[config.mk]
export PLATFORM = sky130hd
export DESIGN_NAME = ordered_value_list_engine
export DESIGN_NICKNAME = d
export VERILOG_FILES = /design/src/design/ovl_pkg.sv /design/src/design/ordered_value_list_engine.sv /design/src/design/ovl_ram.sv /design/src/design/ovl_cmp.sv
export SDC_FILE = /design/constraint.sdc
export NUM_CORES = 1
export LEC_CHECK = 0
export BUFFER_PORTS_ARGS = -buffer_cell sky130_fd_sc_hd__buf_2
export CORE_MARGIN = 8
export CORE_UTILIZATION = 40
export CTS_CLUSTER_SIZE = 16
export DETAILED_ROUTE_END_ITERATION = 8
export PLACE_DENSITY = 0.66
export SYNTH_ARGS = -nofsm -noshare
export SYNTH_HDL_FRONTEND = slang
export SYNTH_SLANG_ARGS = --single-unit
[constraint.sdc]
create_clock -name clk -period 7.75 [get_ports clk]
set_clock_uncertainty 0.1 [all_clocks]
set_input_delay 1.1625 -clock clk [delete_from_list [all_inputs] [get_ports clk]]
set_output_delay 1.1625 -clock clk [all_outputs]
set_load 0.01 [all_outputs]
[src/design/ovl_pkg.sv]
// types and constants shared by the ordered value list engine
// no dependencies; every design file but ovl_ram refers to this package by scoped names
`default_nettype none

package ovl_pkg;

  localparam int unsigned VALUE_W = 32;
  localparam int unsigned COUNT_W = 7;

  // command codes
  localparam logic [2:0] CMD_FRONT  = 3'd0;
  localparam logic [2:0] CMD_ORDER  = 3'd1;
  localparam logic [2:0] CMD_DELETE = 3'd2;
  localparam logic [2:0] CMD_DUMP   = 3'd3;
  localparam logic [2:0] CMD_CLEAR  = 3'd4;

  // status codes
  localparam logic [1:0] ST_OK      = 2'd0;
  localparam logic [1:0] ST_FULL    = 2'd1;
  localparam logic [1:0] ST_MISSING = 2'd2;

  typedef struct packed {
    logic [2:0]                cmd;
    logic signed [VALUE_W-1:0] value;
  } in_req_t;

  typedef struct packed {
    logic [1:0]                status;
    logic signed [VALUE_W-1:0] entry_value;
    logic                      entry_valid;
    logic [COUNT_W-1:0]        count;
    logic                      last;
  } out_req_t;

  typedef struct packed {
    logic lt;
    logic eq;
  } cmp_res_t;

endpackage

`default_nettype wire

[src/design/ordered_value_list_engine.sv]
// ordered value list engine top level: command sequencer, list store and output register
// depends on ovl_pkg, ovl_ram and ovl_cmp
//
//   channel | direction | payload          | handshake
//   in_     | input     | ovl_pkg::in_req_t  | in_valid / in_stall
//   out_    | output    | ovl_pkg::out_req_t | out_valid / out_stall
//
// every store access is a ram read whose registered data is then compared,
// written back one place up or down, or emitted as a dump result
// rst_n is synchronous; it empties the list and drops out_valid, ram contents stay
// in_stall is high from acceptance until the command's last result is registered
// out_stall holds the output register; the sequencer waits to emit a result while it is stalled
`default_nettype none

module ordered_value_list_engine #(
  parameter int unsigned DEPTH = 16
) (
  input  wire logic              clk,
  input  wire logic              rst_n,
  input  wire logic              in_valid,
  output logic                   in_stall,
  input  wire ovl_pkg::in_req_t  in_data,
  output logic                   out_valid,
  input  wire logic              out_stall,
  output ovl_pkg::out_req_t      out_data
);

  localparam int unsigned AW = $clog2(DEPTH);
  localparam int unsigned CW = $clog2(DEPTH + 1);

  localparam logic [3:0] S_IDLE    = 4'd0;
  localparam logic [3:0] S_SRCH_RD = 4'd1;
  localparam logic [3:0] S_SRCH_EV = 4'd2;
  localparam logic [3:0] S_SHUP_RD = 4'd3;
  localparam logic [3:0] S_SHUP_WR = 4'd4;
  localparam logic [3:0] S_PUT     = 4'd5;
  localparam logic [3:0] S_SHDN_RD = 4'd6;
  localparam logic [3:0] S_SHDN_WR = 4'd7;
  localparam logic [3:0] S_DUMP_RD = 4'd8;
  localparam logic [3:0] S_DUMP_EV = 4'd9;
  localparam logic [3:0] S_RESP    = 4'd10;

  logic [3:0]                         state_r, state_nxt;
  logic [CW-1:0]                      cnt_r, cnt_nxt;
  logic [CW-1:0]                      idx_r, idx_nxt;
  logic [CW-1:0]                      pos_r, pos_nxt;
  logic [2:0]                         cmd_r, cmd_nxt;
  logic signed [ovl_pkg::VALUE_W-1:0] val_r, val_nxt;
  logic [1:0]                         status_r, status_nxt;
  logic                               out_valid_r, out_valid_nxt;
  ovl_pkg::out_req_t                  out_data_r, out_data_nxt;

  logic                               ram_we;
  logic [AW-1:0]                      ram_waddr;
  logic [ovl_pkg::VALUE_W-1:0]        ram_wdata;
  logic                               ram_re;
  logic [AW-1:0]                      ram_raddr;
  logic [ovl_pkg::VALUE_W-1:0]        ram_rdata;
  ovl_pkg::cmp_res_t                  cmp_res;

  logic [CW-1:0]                      idx_inc;
  logic [CW-1:0]                      idx_dec;
  logic [CW:0]                        idx_inc2;
  logic                               out_free;
  logic                               emit;
  ovl_pkg::out_req_t                  emit_data;

  ovl_ram #(
    .WIDTH (ovl_pkg::VALUE_W),
    .DEPTH (DEPTH)
  ) u_ram (
    .clk   (clk),
    .we    (ram_we),
    .waddr (ram_waddr),
    .wdata (ram_wdata),
    .re    (ram_re),
    .raddr (ram_raddr),
    .rdata (ram_rdata)
  );

  ovl_cmp u_cmp (
    .stored (ram_rdata),
    .key    (val_r),
    .res    (cmp_res)
  );

  assign idx_inc  = idx_r + CW'(1);
  assign idx_dec  = idx_r - CW'(1);
  assign idx_inc2 = {1'b0, idx_r} + (CW + 1)'(2);
  assign out_free = !out_valid_r || !out_stall;

  assign in_stall  = (state_r != S_IDLE);
  assign out_valid = out_valid_r;
  assign out_data  = out_data_r;

  always_comb begin
    state_nxt  = state_r;
    cnt_nxt    = cnt_r;
    idx_nxt    = idx_r;
    pos_nxt    = pos_r;
    cmd_nxt    = cmd_r;
    val_nxt    = val_r;
    status_nxt = status_r;
    ram_we     = 1'b0;
    ram_waddr  = idx_r[AW-1:0];
    ram_wdata  = ram_rdata;
    ram_re     = 1'b0;
    ram_raddr  = idx_r[AW-1:0];
    emit       = 1'b0;
    emit_data  = '0;

    case (state_r)
      S_IDLE: begin
        if (in_valid) begin
          cmd_nxt    = in_data.cmd;
          val_nxt    = in_data.value;
          status_nxt = ovl_pkg::ST_OK;
          idx_nxt    = '0;
          pos_nxt    = '0;
          state_nxt  = S_RESP;
          case (in_data.cmd)
            ovl_pkg::CMD_FRONT, ovl_pkg::CMD_ORDER: begin
              if (cnt_r == CW'(DEPTH)) begin
                status_nxt = ovl_pkg::ST_FULL;
              end else if (in_data.cmd == ovl_pkg::CMD_ORDER && cnt_r != '0) begin
                state_nxt = S_SRCH_RD;
              end else begin
                // insert at the front: move everything up one place
                idx_nxt   = cnt_r;
                state_nxt = (cnt_r != '0) ? S_SHUP_RD : S_PUT;
              end
            end
            ovl_pkg::CMD_DELETE: begin
              if (cnt_r == '0) begin
                status_nxt = ovl_pkg::ST_MISSING;
              end else begin
                state_nxt = S_SRCH_RD;
              end
            end
            ovl_pkg::CMD_DUMP: begin
              if (cnt_r != '0) begin
                state_nxt = S_DUMP_RD;
              end
            end
            ovl_pkg::CMD_CLEAR: begin
              cnt_nxt = '0;
            end
            default: begin
            end
          endcase
        end
      end

      S_SRCH_RD: begin
        ram_re    = 1'b1;
        state_nxt = S_SRCH_EV;
      end

      S_SRCH_EV: begin
        if (cmd_r == ovl_pkg::CMD_ORDER) begin
          if (!cmp_res.lt || idx_inc == cnt_r) begin
            // gap goes before the first entry not less than the value, or at the end
            pos_nxt   = cmp_res.lt ? idx_inc : idx_r;
            idx_nxt   = cnt_r;
            state_nxt = (cnt_r != (cmp_res.lt ? idx_inc : idx_r)) ? S_SHUP_RD : S_PUT;
          end else begin
            idx_nxt   = idx_inc;
            state_nxt = S_SRCH_RD;
          end
        end else begin
          if (cmp_res.eq) begin
            if (idx_inc < cnt_r) begin
              state_nxt = S_SHDN_RD;
            end else begin
              cnt_nxt   = cnt_r - CW'(1);
              state_nxt = S_RESP;
            end
          end else if (idx_inc == cnt_r) begin
            status_nxt = ovl_pkg::ST_MISSING;
            state_nxt  = S_RESP;
          end else begin
            idx_nxt   = idx_inc;
            state_nxt = S_SRCH_RD;
          end
        end
      end

      S_SHUP_RD: begin
        ram_re    = 1'b1;
        ram_raddr = idx_dec[AW-1:0];
        state_nxt = S_SHUP_WR;
      end

      S_SHUP_WR: begin
        ram_we    = 1'b1;
        ram_waddr = idx_r[AW-1:0];
        ram_wdata = ram_rdata;
        idx_nxt   = idx_dec;
        state_nxt = (idx_dec > pos_r) ? S_SHUP_RD : S_PUT;
      end

      S_PUT: begin
        ram_we    = 1'b1;
        ram_waddr = pos_r[AW-1:0];
        ram_wdata = val_r;
        cnt_nxt   = cnt_r + CW'(1);
        state_nxt = S_RESP;
      end

      S_SHDN_RD: begin
        ram_re    = 1'b1;
        ram_raddr = idx_inc[AW-1:0];
        state_nxt = S_SHDN_WR;
      end

      S_SHDN_WR: begin
        ram_we    = 1'b1;
        ram_waddr = idx_r[AW-1:0];
        ram_wdata = ram_rdata;
        idx_nxt   = idx_inc;
        if (idx_inc2 < {1'b0, cnt_r}) begin
          state_nxt = S_SHDN_RD;
        end else begin
          cnt_nxt   = cnt_r - CW'(1);
          state_nxt = S_RESP;
        end
      end

      S_DUMP_RD: begin
        ram_re    = 1'b1;
        state_nxt = S_DUMP_EV;
      end

      S_DUMP_EV: begin
        // read data holds while a stalled result occupies the output register
        if (out_free) begin
          emit                  = 1'b1;
          emit_data.status      = ovl_pkg::ST_OK;
          emit_data.entry_value = ram_rdata;
          emit_data.entry_valid = 1'b1;
          emit_data.count       = ovl_pkg::COUNT_W'(cnt_r);
          emit_data.last        = (idx_inc == cnt_r);
          idx_nxt               = idx_inc;
          state_nxt             = (idx_inc == cnt_r) ? S_IDLE : S_DUMP_RD;
        end
      end

      S_RESP: begin
        if (out_free) begin
          emit                  = 1'b1;
          emit_data.status      = status_r;
          emit_data.entry_value = '0;
          emit_data.entry_valid = 1'b0;
          emit_data.count       = ovl_pkg::COUNT_W'(cnt_r);
          emit_data.last        = 1'b1;
          state_nxt             = S_IDLE;
        end
      end

      default: begin
        state_nxt = S_IDLE;
      end
    endcase
  end

  always_comb begin
    out_valid_nxt = out_valid_r;
    out_data_nxt  = out_data_r;
    if (emit) begin
      out_valid_nxt = 1'b1;
      out_data_nxt  = emit_data;
    end else if (!out_stall) begin
      out_valid_nxt = 1'b0;
    end
  end

  always_ff @(posedge clk) begin
    if (!rst_n) begin
      state_r     <= S_IDLE;
      cnt_r       <= '0;
      out_valid_r <= 1'b0;
    end else begin
      state_r     <= state_nxt;
      cnt_r       <= cnt_nxt;
      out_valid_r <= out_valid_nxt;
    end
  end

  always_ff @(posedge clk) begin
    idx_r      <= idx_nxt;
    pos_r      <= pos_nxt;
    cmd_r      <= cmd_nxt;
    val_r      <= val_nxt;
    status_r   <= status_nxt;
    out_data_r <= out_data_nxt;
  end

endmodule

`default_nettype wire

[src/design/ovl_ram.sv]
// generic single write port, single read port ram with registered read data
// no dependencies
`default_nettype none

module ovl_ram #(
  parameter int unsigned WIDTH = 32,
  parameter int unsigned DEPTH = 16
) (
  input  wire logic                     clk,
  input  wire logic                     we,
  input  wire logic [$clog2(DEPTH)-1:0] waddr,
  input  wire logic [WIDTH-1:0]         wdata,
  input  wire logic                     re,
  input  wire logic [$clog2(DEPTH)-1:0] raddr,
  output logic      [WIDTH-1:0]         rdata
);

  logic [WIDTH-1:0] mem_r [DEPTH];

  always_ff @(posedge clk) begin
    if (we) begin
      mem_r[waddr] <= wdata;
    end
    // read data holds while no read is issued
    if (re) begin
      rdata <= mem_r[raddr];
    end
  end

endmodule

`default_nettype wire

[src/design/ovl_cmp.sv]
// shared compare unit: signed less-than and equality of a stored value
// against the request value; depends on ovl_pkg
`default_nettype none

module ovl_cmp (
  input  wire logic signed [ovl_pkg::VALUE_W-1:0] stored,
  input  wire logic signed [ovl_pkg::VALUE_W-1:0] key,
  output ovl_pkg::cmp_res_t                       res
);

  always_comb begin
    res.lt = stored < key;
    res.eq = stored == key;
  end

endmodule

`default_nettype wire

==> metrics.md <==
| Metric | Value |
|---|---|
| Port Buffers | 81 |
| Hold Crit Class | flip-flop to flip-flop |
| CTS root buffer | clkbuf_16 |
| Total Wirelength | 60100 µm |
| Slew Limit Fails | 0 |
| Leakage | 10.3 nW |
| Total power | 12.4 mW |
| Via density | 5.48 |
| Core Util, Final | 0.459 |
| Min Tclk post-route | 4.52 ns |
| Setup Fix Bufs, Post-CTS | 0 |
| Syn_area_per_cell | 18.6 µm² |
| H-tree depth | 3 |
| Worst Setup SP | idx_r[0]$_DFFE_PP_ |
| #FFs+latches synth | 642 |
| Final Cell Area | 30700 µm² |
| Cell count after placement | 2348 |
| Post-cts sizing count | 0 |
| Final worst slack | 3.23 ns |
| Number of distinct library cells after synthesis | 69 |
| Clock Latency Late Sink | 0.61 ns |
| Sum of negative setup slack | 0 ns |
| Die area | 75600 µm² |
| ANT cells | 0 |
| Chip height | 275 µm |
| Rows | 95 |
| 1st-iter DRT viols | 1218 |
| Outcome | finished clean |
| Worst-path clk slew | 0.06 ns |
| Drt wl/cell | 24.3 µm |
| Critical Path RT | 7.98 ns |
| Max Cap Viol | 0 |
| Share of layout cells above drive strength 1 | 0.252 |
| Vias in the first global route | 13.9k |
| Reg2Reg Depth | 11 |
| RSZ-0062 raised after global routing | false |
| FMAX | 0.221 GHz |
| Largest net degree at the start of global routing | 101 |
| # clock sinks | 642 |
| Max clock buf depth | 3 |
| Placed instance area | 28400 µm² |
| Seq/Total Area, Yosys | 0.715 |
| Crit end category | flip-flop |
| Post-DP HPWL | 35000 µm |
| Nets | 1642 |
| Total CTS buffers | 69 |
| Hold slack | 0.428 ns |
| Cts hold-fix bufs | 0 |
| Crit Path Class | flip-flop to flip-flop |
| Drt drc | 0 |
| Initial core utilization | 0.402 |
| Yosys warnings | 0 |
| Final setup viols | 0 |
| Routability Congestion | 0.856 |
| DP Worst Slack | 3.24 ns |
| Syn Std Cell Area | 26800 µm² |
| Predominant post-synthesis flop cell | edfxtp_1 |
| Reg2Reg Launch Point | idx_r[0]$_DFFE_PP_ |
| Hold Vio Cnt, Final | 0 |
| HP Start | status_r[0]$_SDFFCE_PP0P_ |
| Post-synth EDFFs | 632 |
| Syn-to-layout area delta | 14.3% |
| Worst slew pin tran | 1.39 ns |
| Core Region | 66800 µm² |
| Gr usage total | 0.158 |
| Crit path launch type | flip-flop |
| Number of I/O pins | 84 |
| Hold path depth | 1 |
| First-pass GRT wire length | 89500 µm |
| WP data arrival | 4.74 ns |
| Total number of vias | 13.6k |
| Final Cycle Share | 0.583 |
| Crit Path Max Fanout | 100 |
| CTS tree | yes |
| Share of flip-flops with an asynchronous set or reset | 0 |
| Synthesized instance count | 1443 |
| Drt pass-1 iters | 5 |
| Pwr Density | 403 nW/µm² |
| Antenna viol nets, final | 0 |
| Antenna violations before repair | 1 |
| Slew headroom | 0.0714 |
| Post-route non-filler standard cell count | 2476 |
| Width of the die | 275 µm |
| GRT Residual Overflow | 0 |
| Max VDD drop | 0.000239 V |
==> Yosys cell counts, types with 3 or more instances <==
master | count | area (µm²)
a21boi_0 | 5 | 37.5
a21o_1 | 7 | 52.6
a21oi_1 | 32 | 160
a221o_1 | 3 | 30.0
a31oi_1 | 11 | 68.8
and2_1 | 44 | 275
buf_1 | 10 | 37.5
buf_2 | 7 | 35.0
buf_4 | 16 | 120
clkbuf_1 | 37 | 139
dfxtp_1 | 10 | 200
edfxtp_1 | 632 | 19000
ha_1 | 55 | 688
inv_1 | 51 | 191
mux2_2 | 32 | 360
mux2i_1 | 99 | 991
mux4_2 | 128 | 2880
nand2_1 | 37 | 139
nand2b_1 | 9 | 56.3
nand3_1 | 13 | 65.1
nand4_1 | 10 | 62.6
nor2_1 | 54 | 203
nor2b_1 | 13 | 81.3
nor3_1 | 9 | 45.0
nor4_1 | 5 | 31.3
o21a_1 | 8 | 60.1
o21ai_0 | 23 | 115
o311ai_0 | 3 | 26.3
or2_2 | 4 | 25.0
or3_1 | 4 | 25.0
or4_1 | 3 | 22.5
xnor2_1 | 13 | 114
xor2_1 | 13 | 114
==> path summary, 6_finish.rpt <==
path	endpoint	slack (ns)
max	u_ram.rdata[14]$_DFFE_PP_	3.23
min	out_data[41]$_DFFE_PP_	0.43
max reg2reg	u_ram.rdata[14]$_DFFE_PP_	3.23
min reg2reg	out_data[41]$_DFFE_PP_	0.43
==> layer usage <==
layer | vias to the layer above | GRT usage | part of all wire
met5 | - | 0 | 0
met4 | 0 | 0.0472 | 0.026
met3 | 101 | 0.0402 | 0.072
met2 | 488 | 0.246 | 0.46
met1 | 7010 | 0.219 | 0.44
li1 | 5970 | - | -
==> critical path, cell delays in order, from the launching register on <==
cell,delay (ns)
edfxtp_1,0.57
inv_1,0.23
ha_1,0.46
nand2_1,0.12
a2bb2oi_1,0.16
o21ai_1,0.12
a21oi_4,0.19
buf_12,0.46
buf_4,0.64
mux4_2,0.58
mux2i_1,0.18
mux2i_1,0.10
==> layout make-up <==
cell class / count / area [µm²]
Clock buffer: 81 / 1810
Clock inverter: 46 / 465
Fill cell: 5645 / 36100
Inverter: 52 / 195
Multi-Input combinational cell: 680 / 7320
Sequential cell: 642 / 19200
Tap cell: 873 / 1090
Timing Repair Buffer: 102 / 596
==> logic make-up (layout without fill, tap and decap cells) <==
kind of cell    after synthesis  count (layout)  share of synthesized area
simple gates                220             220                     0.0435
mux                         260             260                      0.158
buf+inv                     122             281                     0.0196
xor+xnor                     26              26                    0.00849
fa+ha+maj                    56              56                     0.0264
flops                       642             642                      0.715
other cells                   1               2                   0.000140
compound gates              116             116                     0.0287
==> flip-flops by register name, summed over array words and instances (netlist names) <==
signal and count:
idx_r 5, cnt_r 5, out_valid 1, pos_r 5
out_data 41, u_ram.rdata 32, u_ram.mem_r 512, val_r 32
status_r 2, cmd_r 3, state_r 4
==> cells in the final DEF, fill, tap and decap left out, types with 30 or more instances in the layout <==
master     instances
mux2i_1           99
nor2_1            37
a21oi_1           30
inv_1             50
ha_1              55
mux2_2            32
buf_2             81
and2_1            44
nand2_1           37
edfxtp_1         632
clkbuf_16         71
mux4_2           128
==> power by group <==
group | internal [mW] | switching [mW]
Combinational | 1.74 | 2.38
Clock | 1.93 | 1.36
Sequential | 4.67 | 0.262
Power figures use the tool's default switching activity.
